$ cat src/hw/rtl/mau_pkg.sv
`timescale 1ns / 1ps
`default_nettype none

package mau_pkg;

  localparam int VALUE_BITS = 31;
  localparam int A_BITS     = 31;
  localparam int B_BITS     = 64;
  localparam int ACT_BITS   = 3;
  localparam int CNT_BITS   = $clog2(B_BITS);

  typedef logic [VALUE_BITS-1:0] res_t;

  localparam res_t MODULUS_RESET = VALUE_BITS'(998244353);

  typedef enum logic [ACT_BITS-1:0] {
    ACT_ADD = 3'd0,
    ACT_SUB = 3'd1,
    ACT_MUL = 3'd2,
    ACT_DIV = 3'd3,
    ACT_POW = 3'd4
  } act_t;

  typedef enum logic [3:0] {
    ST_IDLE,
    ST_RED_A,
    ST_LOAD_B,
    ST_RED_B,
    ST_FIX_B,
    ST_DISPATCH,
    ST_DIV,
    ST_LOAD_Q,
    ST_MUL,
    ST_MUL_END,
    ST_INV_UPD,
    ST_POW
  } state_t;

  // Where a modular multiply hands its product when it finishes.
  typedef enum logic [1:0] {
    MR_RESULT,
    MR_INV,
    MR_POW_RET,
    MR_POW_SQ
  } mret_t;

  typedef struct packed {
    res_t acc;
    res_t y;
    logic feed;
    res_t divisor;
  } step_in_t;

  typedef struct packed {
    res_t rem;
    logic qbit;
  } step_out_t;

endpackage

`default_nettype wire

$ cat src/hw/rtl/mau_step.sv
`timescale 1ns / 1ps
`default_nettype none

// One step of shift-and-reduce: rem = (2*acc + (feed ? y : 0)) mod divisor.
// With acc and y below the divisor the sum stays below three divisors.
module mau_step (
  input  wire mau_pkg::step_in_t si,
  output mau_pkg::step_out_t     so
);

  logic [mau_pkg::VALUE_BITS+1:0] sum_w;
  logic [mau_pkg::VALUE_BITS+1:0] d1_w;
  logic [mau_pkg::VALUE_BITS+1:0] d2_w;
  logic [mau_pkg::VALUE_BITS+1:0] rem_w;

  assign sum_w = {1'b0, si.acc, 1'b0} + (si.feed ? {2'b00, si.y} : '0);
  assign d1_w  = {2'b00, si.divisor};
  assign d2_w  = {1'b0, si.divisor, 1'b0};

  always_comb begin
    if (sum_w >= d2_w) begin
      rem_w = sum_w - d2_w;
    end else if (sum_w >= d1_w) begin
      rem_w = sum_w - d1_w;
    end else begin
      rem_w = sum_w;
    end
  end

  assign so.rem  = rem_w[mau_pkg::VALUE_BITS-1:0];
  assign so.qbit = (sum_w >= d1_w);

endmodule

`default_nettype wire

$ cat src/hw/rtl/mau_core.sv
`timescale 1ns / 1ps
`default_nettype none

module mau_core (
  input  wire logic                         clk,
  input  wire logic                         rst_n,
  input  wire logic                         start,
  output logic                              busy,
  input  wire logic [mau_pkg::ACT_BITS-1:0] in_action,
  input  wire logic [mau_pkg::A_BITS-1:0]   in_operand_a,
  input  wire logic [mau_pkg::B_BITS-1:0]   in_operand_b,
  input  wire mau_pkg::res_t                modulus,
  output logic                              out_valid,
  output mau_pkg::res_t                     out_result
);

  localparam int VB = mau_pkg::VALUE_BITS;
  localparam int BB = mau_pkg::B_BITS;
  localparam int CB = mau_pkg::CNT_BITS;

  mau_pkg::state_t state_r, state_nxt;
  mau_pkg::mret_t  mret_r, mret_nxt;

  logic [CB-1:0]                    cnt_r, cnt_nxt;
  logic [BB-1:0]                    sh_r, sh_nxt;
  logic [BB-1:0]                    b_r, b_nxt;
  logic [mau_pkg::ACT_BITS-1:0]     op_r, op_nxt;
  mau_pkg::res_t                    acc_r, acc_nxt;
  mau_pkg::res_t                    y_r, y_nxt;
  mau_pkg::res_t                    ra_r, ra_nxt;
  mau_pkg::res_t                    rb_r, rb_nxt;
  mau_pkg::res_t                    eb_r, eb_nxt;
  mau_pkg::res_t                    eu_r, eu_nxt;
  mau_pkg::res_t                    ev_r, ev_nxt;
  mau_pkg::res_t                    rem_r, rem_nxt;
  mau_pkg::res_t                    pret_r, pret_nxt;
  mau_pkg::res_t                    pmul_r, pmul_nxt;
  logic                             out_valid_r, out_valid_nxt;
  mau_pkg::res_t                    out_result_r, out_result_nxt;

  mau_pkg::step_in_t  step_in;
  mau_pkg::step_out_t step_out;

  logic          last_a;
  logic          last_b;
  logic          last_v;
  logic          bneg;
  mau_pkg::res_t one_mod;

  function automatic mau_pkg::res_t add_mod(mau_pkg::res_t x, mau_pkg::res_t y,
                                             mau_pkg::res_t m);
    logic [mau_pkg::VALUE_BITS:0] s;
    s = {1'b0, x} + {1'b0, y};
    if (s >= {1'b0, m}) begin
      s = s - {1'b0, m};
    end
    return s[mau_pkg::VALUE_BITS-1:0];
  endfunction

  assign last_a  = (cnt_r == CB'(mau_pkg::A_BITS - 1));
  assign last_b  = (cnt_r == CB'(BB - 1));
  assign last_v  = (cnt_r == CB'(VB - 1));
  assign bneg    = b_r[BB-1];
  assign one_mod = (modulus == mau_pkg::res_t'(1)) ? '0 : mau_pkg::res_t'(1);

  // The single shared reduce step; only Euclid's division divides by eb_r.
  assign step_in.acc     = acc_r;
  assign step_in.y       = y_r;
  assign step_in.feed    = sh_r[BB-1];
  assign step_in.divisor = (state_r == mau_pkg::ST_DIV) ? eb_r : modulus;

  mau_step u_step (
    .si (step_in),
    .so (step_out)
  );

  // Next state.
  always_comb begin
    state_nxt = state_r;
    case (state_r)
      mau_pkg::ST_IDLE: begin
        if (start && (modulus != '0)) begin
          state_nxt = mau_pkg::ST_RED_A;
        end
      end
      mau_pkg::ST_RED_A: begin
        if (last_a) begin
          state_nxt = mau_pkg::ST_LOAD_B;
        end
      end
      mau_pkg::ST_LOAD_B:   state_nxt = mau_pkg::ST_RED_B;
      mau_pkg::ST_RED_B: begin
        if (last_b) begin
          state_nxt = mau_pkg::ST_FIX_B;
        end
      end
      mau_pkg::ST_FIX_B:    state_nxt = mau_pkg::ST_DISPATCH;
      mau_pkg::ST_DISPATCH: begin
        case (op_r)
          mau_pkg::ACT_MUL: state_nxt = mau_pkg::ST_MUL;
          mau_pkg::ACT_DIV: state_nxt = mau_pkg::ST_DIV;
          mau_pkg::ACT_POW: state_nxt = bneg ? mau_pkg::ST_IDLE : mau_pkg::ST_POW;
          default:          state_nxt = mau_pkg::ST_IDLE;
        endcase
      end
      mau_pkg::ST_DIV: begin
        if (last_v) begin
          state_nxt = mau_pkg::ST_LOAD_Q;
        end
      end
      mau_pkg::ST_LOAD_Q:   state_nxt = mau_pkg::ST_MUL;
      mau_pkg::ST_MUL: begin
        if (last_v) begin
          state_nxt = mau_pkg::ST_MUL_END;
        end
      end
      mau_pkg::ST_MUL_END: begin
        case (mret_r)
          mau_pkg::MR_RESULT:  state_nxt = mau_pkg::ST_IDLE;
          mau_pkg::MR_INV:     state_nxt = mau_pkg::ST_INV_UPD;
          mau_pkg::MR_POW_RET: state_nxt = mau_pkg::ST_MUL;
          mau_pkg::MR_POW_SQ:  state_nxt = mau_pkg::ST_POW;
          default:             state_nxt = mau_pkg::ST_IDLE;
        endcase
      end
      mau_pkg::ST_INV_UPD: begin
        state_nxt = (rem_r == '0) ? mau_pkg::ST_MUL : mau_pkg::ST_DIV;
      end
      mau_pkg::ST_POW: begin
        state_nxt = (b_r == '0) ? mau_pkg::ST_IDLE : mau_pkg::ST_MUL;
      end
      default: state_nxt = mau_pkg::ST_IDLE;
    endcase
  end

  // Datapath and outputs.
  always_comb begin
    mau_pkg::res_t p_inv;

    p_inv          = '0;
    mret_nxt       = mret_r;
    cnt_nxt        = cnt_r;
    sh_nxt         = sh_r;
    b_nxt          = b_r;
    op_nxt         = op_r;
    acc_nxt        = acc_r;
    y_nxt          = y_r;
    ra_nxt         = ra_r;
    rb_nxt         = rb_r;
    eb_nxt         = eb_r;
    eu_nxt         = eu_r;
    ev_nxt         = ev_r;
    rem_nxt        = rem_r;
    pret_nxt       = pret_r;
    pmul_nxt       = pmul_r;
    out_valid_nxt  = 1'b0;
    out_result_nxt = out_result_r;

    case (state_r)
      mau_pkg::ST_IDLE: begin
        if (start) begin
          op_nxt  = in_action;
          b_nxt   = in_operand_b;
          sh_nxt  = {in_operand_a, {(BB - mau_pkg::A_BITS){1'b0}}};
          acc_nxt = '0;
          cnt_nxt = '0;
          y_nxt   = mau_pkg::res_t'(1);
          if (modulus == '0) begin
            out_valid_nxt  = 1'b1;
            out_result_nxt = '0;
          end
        end
      end
      mau_pkg::ST_RED_A, mau_pkg::ST_RED_B, mau_pkg::ST_MUL: begin
        acc_nxt = step_out.rem;
        sh_nxt  = {sh_r[BB-2:0], 1'b0};
        cnt_nxt = cnt_r + CB'(1);
      end
      mau_pkg::ST_LOAD_B: begin
        ra_nxt  = acc_r;
        sh_nxt  = bneg ? ((~b_r) + BB'(1)) : b_r;
        acc_nxt = '0;
        cnt_nxt = '0;
      end
      mau_pkg::ST_FIX_B: begin
        rb_nxt = (bneg && (acc_r != '0)) ? (modulus - acc_r) : acc_r;
      end
      mau_pkg::ST_DISPATCH: begin
        acc_nxt = '0;
        cnt_nxt = '0;
        case (op_r)
          mau_pkg::ACT_ADD: begin
            out_valid_nxt  = 1'b1;
            out_result_nxt = add_mod(ra_r, rb_r, modulus);
          end
          mau_pkg::ACT_SUB: begin
            out_valid_nxt  = 1'b1;
            out_result_nxt = add_mod(ra_r, modulus - rb_r, modulus);
          end
          mau_pkg::ACT_MUL: begin
            sh_nxt   = {ra_r, {(BB - VB){1'b0}}};
            y_nxt    = rb_r;
            mret_nxt = mau_pkg::MR_RESULT;
          end
          mau_pkg::ACT_DIV: begin
            // Euclid starts from (b, modulus) with u = 1 and v = 0, kept mod m.
            sh_nxt = {rb_r, {(BB - VB){1'b0}}};
            eb_nxt = modulus;
            eu_nxt = one_mod;
            ev_nxt = '0;
            y_nxt  = mau_pkg::res_t'(1);
          end
          mau_pkg::ACT_POW: begin
            if (bneg) begin
              out_valid_nxt  = 1'b1;
              out_result_nxt = one_mod;
            end
            pret_nxt = one_mod;
            pmul_nxt = ra_r;
          end
          default: begin
            out_valid_nxt  = 1'b1;
            out_result_nxt = ra_r;
          end
        endcase
      end
      mau_pkg::ST_DIV: begin
        // Restoring division: quotient bits enter sh_r from the bottom.
        acc_nxt = step_out.rem;
        sh_nxt  = {sh_r[BB-2:0], step_out.qbit};
        cnt_nxt = cnt_r + CB'(1);
      end
      mau_pkg::ST_LOAD_Q: begin
        rem_nxt  = acc_r;
        sh_nxt   = {sh_r[VB-1:0], {(BB - VB){1'b0}}};
        y_nxt    = ev_r;
        acc_nxt  = '0;
        cnt_nxt  = '0;
        mret_nxt = mau_pkg::MR_INV;
      end
      mau_pkg::ST_MUL_END: begin
        acc_nxt = '0;
        cnt_nxt = '0;
        case (mret_r)
          mau_pkg::MR_RESULT: begin
            out_valid_nxt  = 1'b1;
            out_result_nxt = acc_r;
          end
          mau_pkg::MR_INV: begin
            // The product q*v is consumed by the coefficient update next cycle.
            acc_nxt = acc_r;
          end
          mau_pkg::MR_POW_RET: begin
            pret_nxt = acc_r;
            sh_nxt   = {pmul_r, {(BB - VB){1'b0}}};
            y_nxt    = pmul_r;
            mret_nxt = mau_pkg::MR_POW_SQ;
          end
          mau_pkg::MR_POW_SQ: begin
            pmul_nxt = acc_r;
            b_nxt    = {1'b0, b_r[BB-1:1]};
          end
          default: begin
          end
        endcase
      end
      mau_pkg::ST_INV_UPD: begin
        // acc_r holds q*v mod m; the new v is u - q*v.
        p_inv   = acc_r;
        eu_nxt  = ev_r;
        ev_nxt  = add_mod(eu_r, modulus - p_inv, modulus);
        acc_nxt = '0;
        cnt_nxt = '0;
        if (rem_r == '0) begin
          // The inverse is the coefficient that just moved into u.
          sh_nxt   = {ra_r, {(BB - VB){1'b0}}};
          y_nxt    = ev_r;
          mret_nxt = mau_pkg::MR_RESULT;
        end else begin
          sh_nxt = {eb_r, {(BB - VB){1'b0}}};
          eb_nxt = rem_r;
          y_nxt  = mau_pkg::res_t'(1);
        end
      end
      mau_pkg::ST_POW: begin
        acc_nxt = '0;
        cnt_nxt = '0;
        if (b_r == '0) begin
          out_valid_nxt  = 1'b1;
          out_result_nxt = pret_r;
        end else if (b_r[0]) begin
          sh_nxt   = {pret_r, {(BB - VB){1'b0}}};
          y_nxt    = pmul_r;
          mret_nxt = mau_pkg::MR_POW_RET;
        end else begin
          sh_nxt   = {pmul_r, {(BB - VB){1'b0}}};
          y_nxt    = pmul_r;
          mret_nxt = mau_pkg::MR_POW_SQ;
        end
      end
      default: begin
      end
    endcase
  end

  always_ff @(posedge clk) begin
    if (!rst_n) begin
      state_r     <= mau_pkg::ST_IDLE;
      out_valid_r <= 1'b0;
      cnt_r       <= '0;
      mret_r      <= mau_pkg::MR_RESULT;
    end else begin
      state_r     <= state_nxt;
      out_valid_r <= out_valid_nxt;
      cnt_r       <= cnt_nxt;
      mret_r      <= mret_nxt;
    end
  end

  always_ff @(posedge clk) begin
    sh_r         <= sh_nxt;
    b_r          <= b_nxt;
    op_r         <= op_nxt;
    acc_r        <= acc_nxt;
    y_r          <= y_nxt;
    ra_r         <= ra_nxt;
    rb_r         <= rb_nxt;
    eb_r         <= eb_nxt;
    eu_r         <= eu_nxt;
    ev_r         <= ev_nxt;
    rem_r        <= rem_nxt;
    pret_r       <= pret_nxt;
    pmul_r       <= pmul_nxt;
    out_result_r <= out_result_nxt;
  end

  assign busy       = (state_r != mau_pkg::ST_IDLE);
  assign out_valid  = out_valid_r;
  assign out_result = out_result_r;

`ifndef NO_ASSERTIONS
  a_valid_idle: assert property (@(posedge clk) disable iff (!rst_n)
    out_valid_r |-> (state_r == mau_pkg::ST_IDLE))
    else $error("result strobe while an item is still in progress");

  a_result_range: assert property (@(posedge clk) disable iff (!rst_n)
    (out_valid_r && (modulus != '0)) |-> (out_result_r < modulus))
    else $error("result not below the modulus");

  a_acc_range: assert property (@(posedge clk) disable iff (!rst_n)
    ((state_r == mau_pkg::ST_RED_A) || (state_r == mau_pkg::ST_RED_B) ||
     (state_r == mau_pkg::ST_MUL)) |-> (acc_r < modulus))
    else $error("accumulator left the residue range");

  a_start: assert property (@(posedge clk) disable iff (!rst_n)
    (start && !busy && (modulus != '0)) |=> (state_r == mau_pkg::ST_RED_A))
    else $error("accepted item did not start operand reduction");
`endif

endmodule

`default_nettype wire

$ cat src/hw/rtl/modular_arithmetic_unit.sv
// Modular arithmetic unit. An item (action, operand_a, operand_b) is taken
// when start is high and busy is low; busy then stays high until the cycle
// in which the one result is shown on out_result with out_valid high, and
// busy is already low in that cycle. The receiver cannot stall, so the
// result must be captured in that cycle. All work runs through one
// shift-and-reduce unit that handles one bit per cycle. With a nonzero
// modulus every item first reduces a and then b; an add or subtract then
// finishes at dispatch, and multiply adds a modular multiply of the two
// residues. Power squares the base for each exponent bit and multiplies it
// into the result for each set bit. Divide runs extended Euclid, with a
// division and a multiply per step, then a final multiply by a. The modulus
// register is written through cfg_valid and cfg_ready while no item is in
// progress or being taken; a modulus of zero returns 0 in the cycle after
// the item without raising busy.
`timescale 1ns / 1ps
`default_nettype none

module modular_arithmetic_unit (
  input  wire logic                           clk,
  input  wire logic                           rst_n,
  input  wire logic                           start,
  output logic                                busy,
  input  wire logic [mau_pkg::ACT_BITS-1:0]   in_action,
  input  wire logic [mau_pkg::A_BITS-1:0]     in_operand_a,
  input  wire logic signed [mau_pkg::B_BITS-1:0] in_operand_b,
  output logic                                out_valid,
  output logic [mau_pkg::VALUE_BITS-1:0]      out_result,
  input  wire logic                           cfg_valid,
  output logic                                cfg_ready,
  input  wire logic [mau_pkg::VALUE_BITS-1:0] cfg_modulus
);

  mau_pkg::res_t modulus_r;
  mau_pkg::res_t modulus_nxt;
  logic          core_busy;

  // A write is held off in the cycle an item is taken, so the item sees one modulus.
  assign cfg_ready   = ~core_busy & ~start;
  assign modulus_nxt = (cfg_valid && cfg_ready) ? cfg_modulus : modulus_r;

  always_ff @(posedge clk) begin
    if (!rst_n) begin
      modulus_r <= mau_pkg::MODULUS_RESET;
    end else begin
      modulus_r <= modulus_nxt;
    end
  end

  mau_core u_core (
    .clk          (clk),
    .rst_n        (rst_n),
    .start        (start),
    .busy         (core_busy),
    .in_action    (in_action),
    .in_operand_a (in_operand_a),
    .in_operand_b (in_operand_b),
    .modulus      (modulus_r),
    .out_valid    (out_valid),
    .out_result   (out_result)
  );

  assign busy = core_busy;

endmodule

`default_nettype wire

$ cat config.mk
export PLATFORM = sky130hd
export DESIGN_NAME = modular_arithmetic_unit
export DESIGN_NICKNAME = d
export VERILOG_FILES = /design/src/hw/rtl/mau_pkg.sv /design/src/hw/rtl/mau_step.sv /design/src/hw/rtl/mau_core.sv /design/src/hw/rtl/modular_arithmetic_unit.sv
export SDC_FILE = /design/constraint.sdc
export NUM_CORES = 2
export LEC_CHECK = 0
export BUFFER_PORTS_ARGS = -buffer_cell sky130_fd_sc_hd__buf_2
export CAP_MARGIN = 20
export CORE_UTILIZATION = 60
export CTS_CLUSTER_DIAMETER = 50
export DETAILED_ROUTE_END_ITERATION = 8
export HOLD_SLACK_MARGIN = 0.06
export PLACE_DENSITY = 0.85
export SYNTH_ARGS = -nofsm -noshare
export SYNTH_HDL_FRONTEND = slang
export SYNTH_SLANG_ARGS = --single-unit
$ cat constraint.sdc
create_clock -name clk -period 11.1 [get_ports clk]
set_input_delay 0.555 -clock clk [delete_from_list [all_inputs] [get_ports clk]]
set_output_delay 0.555 -clock clk [all_outputs]
set_load 0.005 [all_outputs]
==> summary.txt <==
Worst setup path
  – CP startpoint kind: flop
  – Arr. time, crit path: around 9 ns
  – CP Class: flop to flop
  – Highest-delay cell along the critical path: nor4b_1
  – Slowest cell delay on critical path: roughly 0.87 ns
  – WP data required: approximately 11 ns
  – Critical Path Most Common Cell: o21ai_0
  – Worst-path fanout max: 25
  – Critical path capture point type: flop

Layout
  – Most common cell after layout, fill and taps aside: nand2_1
  – Commonest cells after routing, fill and taps aside: nand2_1 (570), edfxtp_1 (472), a21oi_1 (359)
  – Total Nets Final: 5249
  – Reg area: roughly 15000 sq um
  – FILL cells: between 5000 and 6000
  – Area of the multi-input gates: between 20000 and 30000 sq um
  – Syn-to-layout area delta: 11.2%
  – Layout cells sized above 1: about a tenth
  – Non-filler cells, final: a little under 6000

Drt
  – Via count: slightly above 40000
  – Routed wl met2: 71100 microns
  – Routed length on met3: between 20000 and 30000 microns
  – WL met1: about 58000 microns
  – Via/cell ratio: just over 7
  – Total iterations of the first detailed-routing run: 9
  – Average wire per standard cell: between 30 and 40 microns
  – Top sig layer: met5
  – DRC errors left: 9
  – Post-DRT Antenna Nets: 0
  – Drt total wl: roughly 180000 microns
  – 1st-iter DRT viols: ~6900

Global routing
  – Largest net degree at the start of global routing: 96
  – GRT Total Usage: between 40% and 50%
  – Global-route wire length before repair: around 250000 microns
  – GRT Residual Overflow: 0
  – Initial antenna violation count: 17
  – Number of global-route vias before repair: approximately 38000

Timing
  – F_max: approximately 0.12 GHz
  – Setup_tns: 0 ns
  – Final min period: 8.37 ns
  – Final max-slew violation count: 0
  – Least-Margin Pin Slew: between 1 and 1.5 ns
  – Final Cycle Share: between 70% and 80%
  – Final setup viols: 0
  – Clock Skews: 0.0317 ns
  – RSZ-0062 raised after global routing: no
  – Final count of hold timing violations: 0
  – Worst slew margin: between 10% and 20%
  – PnR worst setup slack: 2.73 ns
  – Hold slack: 0.0818 ns

Synthesis
  – Seq cells post-synth: between 500 and 600
  – Syn Std Cell Area: 41600 sq um
  – Synthesized Nets: 5107
  – Mapped Cells: ~4600
  – Post-synthesis sequential area ratio: 36.1%
  – EDFF count, synth: between 400 and 500
  – Synth Area per Inst: ~9 sq um
  – Synth cell types: between 90 and 100
  – Synth Flop Type: edfxtp_1
  – Yosys warns: 0
  – Asr flop ratio synth: 0%

Outcome
  – Status: complete, but fails checks
  – Violations in the final reports: design-rule violations

Clock network
  – TritonCTS Buffers: between 70 and 80
  – Clock buffer depth: 3
  – CTS H-tree depth: 3
  – Clk Latency, worst-skew pair: between 0.6 and 0.7 ns
  – CTS tree: done
  – Root buf cell: clkbuf_16
  – Worst-path clk slew: 0.06 ns
  – Postcts setup bufs: 0
  – Clk sinks: 516
  – CTS Hold Bufs: 0
  – CTS resizes: 0

Die
  – Die outline height: 265 microns
  – Starting Density: around three fifths
  – Row count: 96
  – Die Footprint: 70500 sq um
  – Top Ports: roughly 170
  – Core Box Area: 68600 sq um
  – Width of the chip: between 200 and 300 microns

Placed design
  – DP Cell Count: between 5000 and 6000
  – Post-DP HPWL: roughly 130000 microns
  – Setup WS pre-CTS: 2.93 ns
  – Quantity of I/O buffers inserted on ports: between 150 and 200
  – Routability cong.: roughly 1.1

Worst hold path
  – HP Class: input pin to flop

Flow run
  – Maxcap violations: 0
state kept, by name, indices dropped and copies added (netlist names):
name and count:
u_core.sh_r 64, u_core.eb_r 31, u_core.eu_r 31, u_core.op_r 3
modulus_r 31, u_core.state_r 4, u_core.pmul_r 31, u_core.ev_r 31
u_core.out_result 31, u_core.b_r 64, u_core.mret_r 2, u_core.rb_r 31
u_core.pret_r 31, u_core.cnt_r 6, u_core.y_r 31, u_core.rem_r 31
u_core.out_valid 1, u_core.ra_r 31, u_core.acc_r 31
worst paths after layout:
kind / from / endpoint / slack, ns / cells after the start
hold / removal: in_action[2] / u_core.op_r[2] / 0.08 / 1
setup / recovery: modulus_r[1] / u_core.out_result[12] / 2.73 / 32
hold reg to reg: u_core.cnt_r[4] / u_core.cnt_r[4] / 0.54 / 1
setup reg to reg: modulus_r[1] / u_core.out_result[12] / 2.73 / 32
through the flow:
stage / instance area [sq um] / util (%)
6_report: 46300 / 67.5
5_1_grt: 46300 / 67.5
4_1_cts: 46200 / 67.4
3_5_place_dp: 43700 / 63.7
3_3_place_gp: 43700 / 63.7
2_1_floorplan: 41600 / -
per-layer routing:
metal  track usage (%)  up-vias
li1                  -    17500
met1              57.3    18900
met2              69.1     3449
met3              20.7      989
met4              37.3       28
met5             0.485        -
Yosys cell counts (11+ instances only):
library cell,instances,area share [%]
nand2_1,572,5.2
edfxtp_1,472,34
a21oi_1,362,4.3
ha_1,341,10
nor2_1,321,2.9
o21ai_0,270,3.2
xnor2_1,228,4.8
inv_1,214,1.9
a21o_1,174,3.1
clkbuf_1,144,1.3
xor2_1,117,2.5
nand3_1,111,1.3
a221oi_1,94,2.0
mux2i_1,92,2.2
and2_1,87,1.3
nor3_1,73,0.88
o21a_1,62,1.1
a211oi_1,56,1.0
nand2b_1,54,0.81
dfxtp_1,44,2.1
nand4_1,42,0.63
o21ai_1,42,0.50
nor2b_1,41,0.62
o31ai_1,41,0.74
mux2_2,38,1.0
o21bai_1,35,0.63
a22oi_1,34,0.61
nor4_1,34,0.51
o211ai_1,32,0.58
a222oi_1,31,0.75
a21boi_0,30,0.54
and3_1,29,0.44
a31oi_1,28,0.42
or3_1,24,0.36
or2_2,19,0.29
o41ai_1,15,0.32
buf_1,13,0.12
o22ai_1,12,0.18
buf_2,11,0.13
fa_1,11,0.53
critical path, delay by kind of cell (launching register included):
kind                       cells  cell delay (ns)
AOI/OAI and AO/OA             17             3.51
and+or+nand+nor                7             1.64
adders and majority gates      3             1.12
buffers and inverters          3             0.74
DFF                            1             0.60
xor gates and xnor gates       1             0.28
muxes                          1             0.20
area by class of cell:
cell class              instances  area share, %
multi-input cells            3722           54.7
repair buffers                236           3.01
clock buffers                  84           4.12
clock inverters                49           1.33
inverters                     215           1.74
well taps                     931           2.51
diodes                         15         0.0810
flip-flops and latches        516           32.5
cells by family after synthesis:
| logic type | after synthesis | synth area share, % |
|---|---|---|
| buffers and inverters | 384 | 3.50 |
| adder cells (fa/ha/maj) | 352 | 10.8 |
| multiplexers | 134 | 3.35 |
| flip-flops | 516 | 36.1 |
| XOR/XNOR | 345 | 7.25 |
| AND/OR/NAND/NOR | 1456 | 16.2 |
| AO/OA/AOI/OAI | 1435 | 22.7 |
Power is not shown: default switching activity piles up to over one toggle a cycle in this logic, so the estimate is an artifact.
